File: config.mk
export PLATFORM = sky130hd
export DESIGN_NAME = sha256_stream_hasher
export DESIGN_NICKNAME = d
export VERILOG_FILES = /design/src/design/sha_pkg.sv /design/src/design/sha_datapath.sv /design/src/design/sha_ctrl.sv /design/src/design/sha256_stream_hasher.sv
export SDC_FILE = /design/constraint.sdc
export NUM_CORES = 2
export LEC_CHECK = 0
export ABC_AREA = 1
export BUFFER_PORTS_ARGS = -buffer_cell sky130_fd_sc_hd__buf_2
export CAP_MARGIN = 25
export CORE_UTILIZATION = 30
export DETAILED_ROUTE_END_ITERATION = 12
export GPL_TIMING_DRIVEN = 0
export SETUP_SLACK_MARGIN = 0.5
export SLEW_MARGIN = 20
export SYNTH_ARGS = -nofsm -noshare
export SYNTH_HDL_FRONTEND = slang
export SYNTH_SLANG_ARGS = --single-unit
export TNS_END_PERCENT = 5
File: constraint.sdc
create_clock -name clk_i -period 13.1 [get_ports clk_i]
set_input_delay 0.655 -clock clk_i [delete_from_list [all_inputs] [get_ports clk_i]]
set_output_delay 0.655 -clock clk_i [all_outputs]
set_load 0.02 [all_outputs]
File: src/design/sha_pkg.sv
// SHA-256 stream hasher package: payload structs, controller/datapath command
// and status structs, round constants and initial hash values. No dependencies.
`timescale 1ns / 1ps
package sha_pkg;

  typedef struct packed {
    logic [7:0] data_byte;
    logic       byte_present;
    logic       message_end;
  } sha_in_t;

  typedef struct packed {
    logic [31:0] digest_word;
    logic        digest_last;
  } sha_out_t;

  localparam logic [1:0] BSEL_DATA = 2'd0;
  localparam logic [1:0] BSEL_MARK = 2'd1;
  localparam logic [1:0] BSEL_ZERO = 2'd2;
  localparam logic [1:0] BSEL_LEN  = 2'd3;

  localparam logic [7:0] PAD_MARK = 8'h80;
  localparam logic [5:0] LEN_POS  = 6'd56;
  localparam logic [5:0] LAST_POS = 6'd63;

  typedef struct packed {
    logic       shift_en;
    logic [1:0] byte_sel;
    logic       count_bits;
    logic       load_vars;
    logic       round_en;
    logic [5:0] round_idx;
    logic       add_hash;
    logic       out_adv;
    logic       init_msg;
  } sha_cmd_t;

  typedef struct packed {
    logic [5:0] byte_cnt;
    logic       out_last;
  } sha_stat_t;

  localparam logic [255:0] INIT_HASH = {
    32'h6a09e667, 32'hbb67ae85, 32'h3c6ef372, 32'ha54ff53a,
    32'h510e527f, 32'h9b05688c, 32'h1f83d9ab, 32'h5be0cd19
  };

  localparam logic [31:0] ROUND_K [64] = '{
    32'h428a2f98, 32'h71374491, 32'hb5c0fbcf, 32'he9b5dba5,
    32'h3956c25b, 32'h59f111f1, 32'h923f82a4, 32'hab1c5ed5,
    32'hd807aa98, 32'h12835b01, 32'h243185be, 32'h550c7dc3,
    32'h72be5d74, 32'h80deb1fe, 32'h9bdc06a7, 32'hc19bf174,
    32'he49b69c1, 32'hefbe4786, 32'h0fc19dc6, 32'h240ca1cc,
    32'h2de92c6f, 32'h4a7484aa, 32'h5cb0a9dc, 32'h76f988da,
    32'h983e5152, 32'ha831c66d, 32'hb00327c8, 32'hbf597fc7,
    32'hc6e00bf3, 32'hd5a79147, 32'h06ca6351, 32'h14292967,
    32'h27b70a85, 32'h2e1b2138, 32'h4d2c6dfc, 32'h53380d13,
    32'h650a7354, 32'h766a0abb, 32'h81c2c92e, 32'h92722c85,
    32'ha2bfe8a1, 32'ha81a664b, 32'hc24b8b70, 32'hc76c51a3,
    32'hd192e819, 32'hd6990624, 32'hf40e3585, 32'h106aa070,
    32'h19a4c116, 32'h1e376c08, 32'h2748774c, 32'h34b0bcb5,
    32'h391c0cb3, 32'h4ed8aa4a, 32'h5b9cca4f, 32'h682e6ff3,
    32'h748f82ee, 32'h78a5636f, 32'h84c87814, 32'h8cc70208,
    32'h90befffa, 32'ha4506ceb, 32'hbef9a3f7, 32'hc67178f2
  };

endpackage

File: src/design/sha_datapath.sv
// SHA-256 datapath: byte shift window / message schedule, working variables,
// hash words, byte and bit counters, digest word select. Uses sha_pkg.
`timescale 1ns / 1ps
module sha_datapath import sha_pkg::*; (
  input  logic        clk_i,
  input  logic        rst_ni,
  input  sha_cmd_t    cmd_i,
  input  logic [7:0]  data_byte_i,
  output sha_stat_t   stat_o,
  output logic [31:0] digest_word_o
);

  logic [511:0] win_q, win_d;
  logic [255:0] vars_q, vars_d;
  logic [255:0] hash_q, hash_d;
  logic [5:0]   cnt_q, cnt_d;
  logic [63:0]  bits_q, bits_d;
  logic [2:0]   oidx_q, oidx_d;

  logic [7:0]  in_byte;
  logic [31:0] w0, w1, w9, w14, s0, s1, w_new;
  logic [31:0] a, b, c, d, e, f, g, h, t1, t2;

  function automatic logic [31:0] rotr(input logic [31:0] x, input int n);
    rotr = (x >> n) | (x << (32 - n));
  endfunction

  always_comb begin
    case (cmd_i.byte_sel)
      BSEL_DATA: in_byte = data_byte_i;
      BSEL_MARK: in_byte = PAD_MARK;
      BSEL_LEN:  in_byte = bits_q[6'(63 - 8 * int'(cnt_q[2:0])) -: 8];
      default:   in_byte = 8'h00;
    endcase
  end

  assign w0  = win_q[511:480];
  assign w1  = win_q[479:448];
  assign w9  = win_q[223:192];
  assign w14 = win_q[63:32];
  assign s0  = rotr(w1, 7) ^ rotr(w1, 18) ^ (w1 >> 3);
  assign s1  = rotr(w14, 17) ^ rotr(w14, 19) ^ (w14 >> 10);
  assign w_new = s1 + w9 + s0 + w0;

  assign {a, b, c, d, e, f, g, h} = vars_q;
  assign t1 = h + (rotr(e, 6) ^ rotr(e, 11) ^ rotr(e, 25)) + ((e & f) ^ (~e & g))
            + ROUND_K[cmd_i.round_idx] + w0;
  assign t2 = (rotr(a, 2) ^ rotr(a, 13) ^ rotr(a, 22)) + ((a & b) ^ (a & c) ^ (b & c));

  always_comb begin
    win_d  = win_q;
    vars_d = vars_q;
    hash_d = hash_q;
    cnt_d  = cnt_q;
    bits_d = bits_q;
    oidx_d = oidx_q;
    if (cmd_i.shift_en) begin
      win_d = {win_q[503:0], in_byte};
      cnt_d = cnt_q + 6'd1;
    end
    if (cmd_i.round_en) begin
      // schedule advances one word per round; w0 is always W[t]
      win_d  = {win_q[479:0], w_new};
      vars_d = {t1 + t2, a, b, c, d + t1, e, f, g};
    end
    if (cmd_i.count_bits) bits_d = bits_q + 64'd8;
    if (cmd_i.load_vars)  vars_d = hash_q;
    if (cmd_i.add_hash) begin
      for (int i = 0; i < 8; i++) begin
        hash_d[32*i +: 32] = hash_q[32*i +: 32] + vars_q[32*i +: 32];
      end
    end
    if (cmd_i.out_adv) oidx_d = oidx_q + 3'd1;
    if (cmd_i.init_msg) begin
      hash_d = INIT_HASH;
      bits_d = '0;
      cnt_d  = '0;
      oidx_d = '0;
    end
  end

  always_ff @(posedge clk_i or negedge rst_ni) begin
    if (!rst_ni) begin
      hash_q <= INIT_HASH;
      cnt_q  <= '0;
      bits_q <= '0;
      oidx_q <= '0;
    end else begin
      hash_q <= hash_d;
      cnt_q  <= cnt_d;
      bits_q <= bits_d;
      oidx_q <= oidx_d;
    end
  end

  always_ff @(posedge clk_i) begin
    win_q  <= win_d;
    vars_q <= vars_d;
  end

  assign digest_word_o   = hash_q[8'(32 * (7 - int'(oidx_q))) +: 32];
  assign stat_o.byte_cnt = cnt_q;
  assign stat_o.out_last = (oidx_q == 3'd7);

endmodule

File: src/design/sha_ctrl.sv
// SHA-256 controller: sequences byte intake, padding, compression rounds and
// digest output through command/status structs. Uses sha_pkg.
`timescale 1ns / 1ps
module sha_ctrl import sha_pkg::*; (
  input  logic      clk_i,
  input  logic      rst_ni,
  input  logic      in_valid_i,
  input  sha_in_t   in_data_i,
  output logic      in_stall_o,
  output logic      out_valid_o,
  input  logic      out_stall_i,
  input  sha_stat_t stat_i,
  output sha_cmd_t  cmd_o
);

  localparam logic [2:0] S_IDLE  = 3'd0;
  localparam logic [2:0] S_LOAD  = 3'd1;
  localparam logic [2:0] S_ROUND = 3'd2;
  localparam logic [2:0] S_ADD   = 3'd3;
  localparam logic [2:0] S_PADM  = 3'd4;
  localparam logic [2:0] S_PADZ  = 3'd5;
  localparam logic [2:0] S_PLEN  = 3'd6;
  localparam logic [2:0] S_OUT   = 3'd7;

  logic [2:0] state_q, state_d, ret_q, ret_d;
  logic [5:0] rnd_q, rnd_d;
  logic       full;

  assign in_stall_o  = (state_q != S_IDLE);
  assign out_valid_o = (state_q == S_OUT);
  assign full        = (stat_i.byte_cnt == LAST_POS);

  always_comb begin
    state_d = state_q;
    ret_d   = ret_q;
    rnd_d   = rnd_q;
    cmd_o   = '0;
    cmd_o.round_idx = rnd_q;
    cmd_o.byte_sel  = BSEL_DATA;
    case (state_q)
      S_IDLE: begin
        if (in_valid_i) begin
          if (in_data_i.byte_present) begin
            cmd_o.shift_en   = 1'b1;
            cmd_o.count_bits = 1'b1;
          end
          if (in_data_i.byte_present && full) begin
            state_d = S_LOAD;
            ret_d   = in_data_i.message_end ? S_PADM : S_IDLE;
          end else if (in_data_i.message_end) begin
            state_d = S_PADM;
          end
        end
      end
      S_PADM: begin
        cmd_o.shift_en = 1'b1;
        cmd_o.byte_sel = BSEL_MARK;
        state_d = full ? S_LOAD : S_PADZ;
        ret_d   = S_PADZ;
      end
      S_PADZ: begin
        if (stat_i.byte_cnt == LEN_POS) begin
          state_d = S_PLEN;
        end else begin
          cmd_o.shift_en = 1'b1;
          cmd_o.byte_sel = BSEL_ZERO;
          if (full) begin
            state_d = S_LOAD;
            ret_d   = S_PADZ;
          end
        end
      end
      S_PLEN: begin
        cmd_o.shift_en = 1'b1;
        cmd_o.byte_sel = BSEL_LEN;
        if (full) begin
          state_d = S_LOAD;
          ret_d   = S_OUT;
        end
      end
      S_LOAD: begin
        cmd_o.load_vars = 1'b1;
        rnd_d   = '0;
        state_d = S_ROUND;
      end
      S_ROUND: begin
        cmd_o.round_en = 1'b1;
        rnd_d = rnd_q + 6'd1;
        if (rnd_q == LAST_POS) state_d = S_ADD;
      end
      S_ADD: begin
        cmd_o.add_hash = 1'b1;
        state_d = ret_q;
      end
      S_OUT: begin
        if (!out_stall_i) begin
          cmd_o.out_adv = 1'b1;
          if (stat_i.out_last) begin
            cmd_o.init_msg = 1'b1;
            state_d = S_IDLE;
          end
        end
      end
      default: state_d = S_IDLE;
    endcase
  end

  always_ff @(posedge clk_i or negedge rst_ni) begin
    if (!rst_ni) begin
      state_q <= S_IDLE;
      ret_q   <= S_IDLE;
      rnd_q   <= '0;
    end else begin
      state_q <= state_d;
      ret_q   <= ret_d;
      rnd_q   <= rnd_d;
    end
  end

endmodule

File: src/design/sha256_stream_hasher.sv
// SHA-256 stream hasher: at most one byte per beat in, eight digest words out.
// A full block stalls the input for load, 64 rounds on the single round unit and
// hash add. End of message shifts in the pad bytes and the length bytes, with one
// or two block compressions, then 8 output beats.
// Reset: hash words take the initial values, counters clear, block is idle.
`timescale 1ns / 1ps
module sha256_stream_hasher import sha_pkg::*; (
  input  logic     clk_i,
  input  logic     rst_ni,
  input  logic     in_valid_i,
  input  sha_in_t  in_data_i,
  output logic     in_stall_o,
  output logic     out_valid_o,
  output sha_out_t out_data_o,
  input  logic     out_stall_i
);

  sha_cmd_t  cmd;
  sha_stat_t stat;

  sha_ctrl u_ctrl (
    .clk_i       (clk_i),
    .rst_ni      (rst_ni),
    .in_valid_i  (in_valid_i),
    .in_data_i   (in_data_i),
    .in_stall_o  (in_stall_o),
    .out_valid_o (out_valid_o),
    .out_stall_i (out_stall_i),
    .stat_i      (stat),
    .cmd_o       (cmd)
  );

  sha_datapath u_dp (
    .clk_i         (clk_i),
    .rst_ni        (rst_ni),
    .cmd_i         (cmd),
    .data_byte_i   (in_data_i.data_byte),
    .stat_o        (stat),
    .digest_word_o (out_data_o.digest_word)
  );

  assign out_data_o.digest_last = stat.out_last;

  a_no_in_while_out: assert property (@(posedge clk_i) disable iff (!rst_ni)
    out_valid_o |-> in_stall_o) else $error("input open during digest output");

  a_idle_after_last: assert property (@(posedge clk_i) disable iff (!rst_ni)
    (out_valid_o && !out_stall_i && out_data_o.digest_last) |=>
      (!out_valid_o && !in_stall_o)) else $error("no return to idle after digest");

  a_block_empty_after_last: assert property (@(posedge clk_i) disable iff (!rst_ni)
    (out_valid_o && !out_stall_i && out_data_o.digest_last) |=> (stat.byte_cnt == '0))
    else $error("byte count not cleared after message");

endmodule

==> flow_summary.json <==
{
  "critPathKind": "reg2reg",
  "dp_hpwl_um": 271000,
  "dpl_cell_area_um2": 84500,
  "rows": 188,
  "slowest_stage": "sky130_fd_sc_hd__xor2_1",
  "required_ps": 13640,
  "routed_wire_length_um": 339000,
  "die-area_um2": 266000,
  "cts.htree.levels": 4,
  "worst-path-buf-inv": 7,
  "antenna_found_initial": 12,
  "rsz0062_at_grt": "no",
  "gp_congestion": 1.01,
  "drv_slew": 0,
  "num-fill-cells": 27946,
  "tightest_slew_ps": 1190,
  "cts_hold_buffers": 1,
  "crit_top_cell": "sky130_fd_sc_hd__inv_1",
  "dr_total_vias": 73824,
  "layout.cell_area.non_filler_um2": 89000,
  "grt-ovfl-total": 0,
  "cts-root-buf": "sky130_fd_sc_hd__clkbuf_16",
  "synthesis.yosys.warnings": 0,
  "post_synth.cell_area_avg_um2": 7.69,
  "clock_insertion_delay_worst_skew_ps": 840,
  "cp-start-kind": "flop",
  "timing.max_cap.violations": 0,
  "synth_flop_cell": "sky130_fd_sc_hd__edfxtp_1",
  "worst_clock_skew_ps": 50.2,
  "status": "finished clean",
  "cts_repair_resize_count": 0,
  "synth_top_area_cell": "sky130_fd_sc_hd__edfxtp_1",
  "synth_cells": 10287,
  "hold_viol_final": 0,
  "setup_tns_ps": 0,
  "die_extent_in_x_um": 515,
  "antenna_violating_nets_post_route": 0,
  "synthesis.area_um2": 79100,
  "avgViaCountPerCell": 5.22,
  "yosys.cell_types.count": 64,
  "io_pins": 49,
  "first_pass_grt_wire_length_um": 484000,
  "cp-end-kind": "flop",
  "detail_route.wl_per_cell_um": 23.9,
  "holdWs_ps": 139,
  "cts.path.max_buffers": 3,
  "area.growth.synth_to_final_pct": 12.5,
  "first_global_vias": 70603,
  "effective_utilization_at_floorplan_pct": 30.2,
  "ys_seq_area_share_pct": 39.1,
  "design.core.area_um2": 262000,
  "drt-initial-drc-count": 8716,
  "synth_fp_nets": 10895,
  "post_route_cells_drive_above_1_share_pct": 5.21,
  "synth_enable_flop_cells": 768,
  "cts_inserted_buffers": 131,
  "die_y_um": 515,
  "synthTopCellsByArea": "sky130_fd_sc_hd__edfxtp_1, sky130_fd_sc_hd__nand2_1, sky130_fd_sc_hd__ha_1",
  "grt_max_degree": 94,
  "cp_slowest_stage_delay_ps": 770,
  "postCtsSetupBuffers": 0,
  "timing.final.setup_violations": 0,
  "layout.cells.most_common": "sky130_fd_sc_hd__nand2_1",
  "crit_family": "adder cells",
  "layout_min_cycle_time_ps": 10870,
  "max_frequency_mhz": 92.0,
  "drt-pass1-iter-count": 6,
  "hp-class": "in2reg",
  "global_route.usage.total_pct": 24.9,
  "final_cell_mix": "sky130_fd_sc_hd__nand2_1, sky130_fd_sc_hd__inv_1, sky130_fd_sc_hd__o21ai_0, sky130_fd_sc_hd__edfxtp_1, sky130_fd_sc_hd__a21oi_1",
  "worst_ep_arrival_time_ps": 11410,
  "maxSlewHeadroom_pct": 19.6,
  "place.port_buffers": 48,
  "final_worst_path_period_share_pct": 83.0,
  "cts_tree": "yes",
  "synth_top_cell_area_share_pct": 29.2,
  "synth-seq-cells": 1074,
  "async_flop_share_pct": 28.5,
  "post-route-drc-count": 0,
  "crit_path_max_fanout": 11,
  "cts.clk_slew.worst_paths_ps": 70,
  "layout.nets": 11116,
  "clock_tree_sinks": 1074
}
## registers in the layout, summed over array words and instances (netlist names)
name	cells
u_dp.win_q	512
u_dp.hash_q	256
u_dp.vars_q	256
u_dp.bits_q	29
u_ctrl.rnd_q	6
u_dp.cnt_q	6
u_ctrl.ret_q	3
u_ctrl.state_q	3
u_dp.oidx_q	3
## worst reg2reg max path, delay by kind of cell (launching register included)
kind,cells,cell delay (ps)
xor+xnor,1,770
buf+inv,7,1450
flops,1,490
fa+ha+maj,7,3410
compound gates,6,2050
simple gates,13,2380
## layer usage
metal,track usage [%],part of all wire [%]
met1,35.1,44
met2,37.0,42
met3,5.48,9.8
met4,9.55,3.9
met5,0,0.0038
## worst paths after layout
check	startpoint	endpoint	slack (ps)	cells past startpoint
worst max-delay path	u_ctrl.rnd_q[0]	u_dp.vars_q[241]	2230	34
worst min-delay path	in_data_i[0]	u_ctrl.ret_q[2]	140	3
worst max register to register	u_ctrl.rnd_q[0]	u_dp.vars_q[241]	2230	34
max in group asynchronous	rst_ni	u_ctrl.ret_q[0]	11130	5
worst min register to register	u_ctrl.ret_q[1]	u_ctrl.ret_q[1]	510	2
min in group asynchronous	rst_ni	u_dp.hash_q[204]	350	2
## stage by stage
step / util (%) / instances / worst slack [ps]
after floorplan: - / 10287 / 4980
after global placement: 31.9 / 13850 / 513
after detailed placement: 32.2 / 13884 / 2660
after CTS: 33.9 / 14126 / 2550
after global routing: 33.9 / 14132 / 2040
final: 33.9 / 14134 / 2230
## synth_stat cells (4+ instances only)
cell / instances
sky130_fd_sc_hd__o22ai_1: 125
sky130_fd_sc_hd__ha_1: 399
sky130_fd_sc_hd__inv_1: 1300
sky130_fd_sc_hd__fa_1: 195
sky130_fd_sc_hd__a211oi_1: 8
sky130_fd_sc_hd__nor2_1: 668
sky130_fd_sc_hd__mux2i_1: 26
sky130_fd_sc_hd__nor3_1: 98
sky130_fd_sc_hd__a21boi_0: 38
sky130_fd_sc_hd__o21ai_0: 861
sky130_fd_sc_hd__nand4_1: 84
sky130_fd_sc_hd__a21oi_1: 679
sky130_fd_sc_hd__o21bai_1: 54
sky130_fd_sc_hd__dfstp_2: 136
sky130_fd_sc_hd__nand2_2: 4
sky130_fd_sc_hd__o311ai_0: 6
sky130_fd_sc_hd__clkbuf_1: 288
sky130_fd_sc_hd__nor4_1: 15
sky130_fd_sc_hd__dfrtp_1: 170
sky130_fd_sc_hd__a21o_1: 68
sky130_fd_sc_hd__o32ai_1: 4
sky130_fd_sc_hd__o21a_1: 19
sky130_fd_sc_hd__buf_1: 42
sky130_fd_sc_hd__edfxtp_1: 768
sky130_fd_sc_hd__o2111ai_1: 4
sky130_fd_sc_hd__a31oi_1: 35
sky130_fd_sc_hd__xnor2_1: 158
sky130_fd_sc_hd__nand3b_1: 24
sky130_fd_sc_hd__nor2_2: 5
sky130_fd_sc_hd__o21ai_1: 7
sky130_fd_sc_hd__inv_2: 6
sky130_fd_sc_hd__o221ai_1: 5
sky130_fd_sc_hd__nand2_1: 3141
sky130_fd_sc_hd__o31ai_1: 15
sky130_fd_sc_hd__nor2_4: 4
sky130_fd_sc_hd__o211ai_1: 32
sky130_fd_sc_hd__buf_4: 11
sky130_fd_sc_hd__or2_2: 19
sky130_fd_sc_hd__buf_2: 46
sky130_fd_sc_hd__maj3_1: 24
sky130_fd_sc_hd__nand3_1: 427
sky130_fd_sc_hd__xor2_1: 227
sky130_fd_sc_hd__and3_1: 9
## logic make-up (layout without fill, tap and decap cells)
family / after synthesis / in the layout / share of synthesized area, %
and+or+nand+nor: 4512 / 4512 / 22.9
AOI/OAI and AO/OA: 1974 / 1974 / 13.7
buffers and inverters: 1697 / 2026 / 8.19
DFF: 1074 / 1074 / 39.1
adders and majority gates: 618 / 618 / 11.6
xor gates and xnor gates: 385 / 385 / 4.26
muxes: 27 / 27 / 0.343
other: 0 / 3 / 0
## area by class of cell
cell class | instances | area (µm²) | share of cell area, %
clock inverters | 76 | 868 | 0.976
well taps | 3515 | 4400 | 4.94
clock buffers | 165 | 3510 | 3.94
repair buffers | 88 | 1030 | 1.15
flip-flops and latches | 1074 | 30900 | 34.7
diodes | 3 | 7.51 | 0.00844
inverters | 1310 | 4930 | 5.54
multi-input cells | 7516 | 41800 | 46.9
plain buffers | 387 | 1580 | 1.78
Power is left out: the tool's default activity adds up to more than one toggle a clock period on the data nets, which glitch-free logic cannot reach.
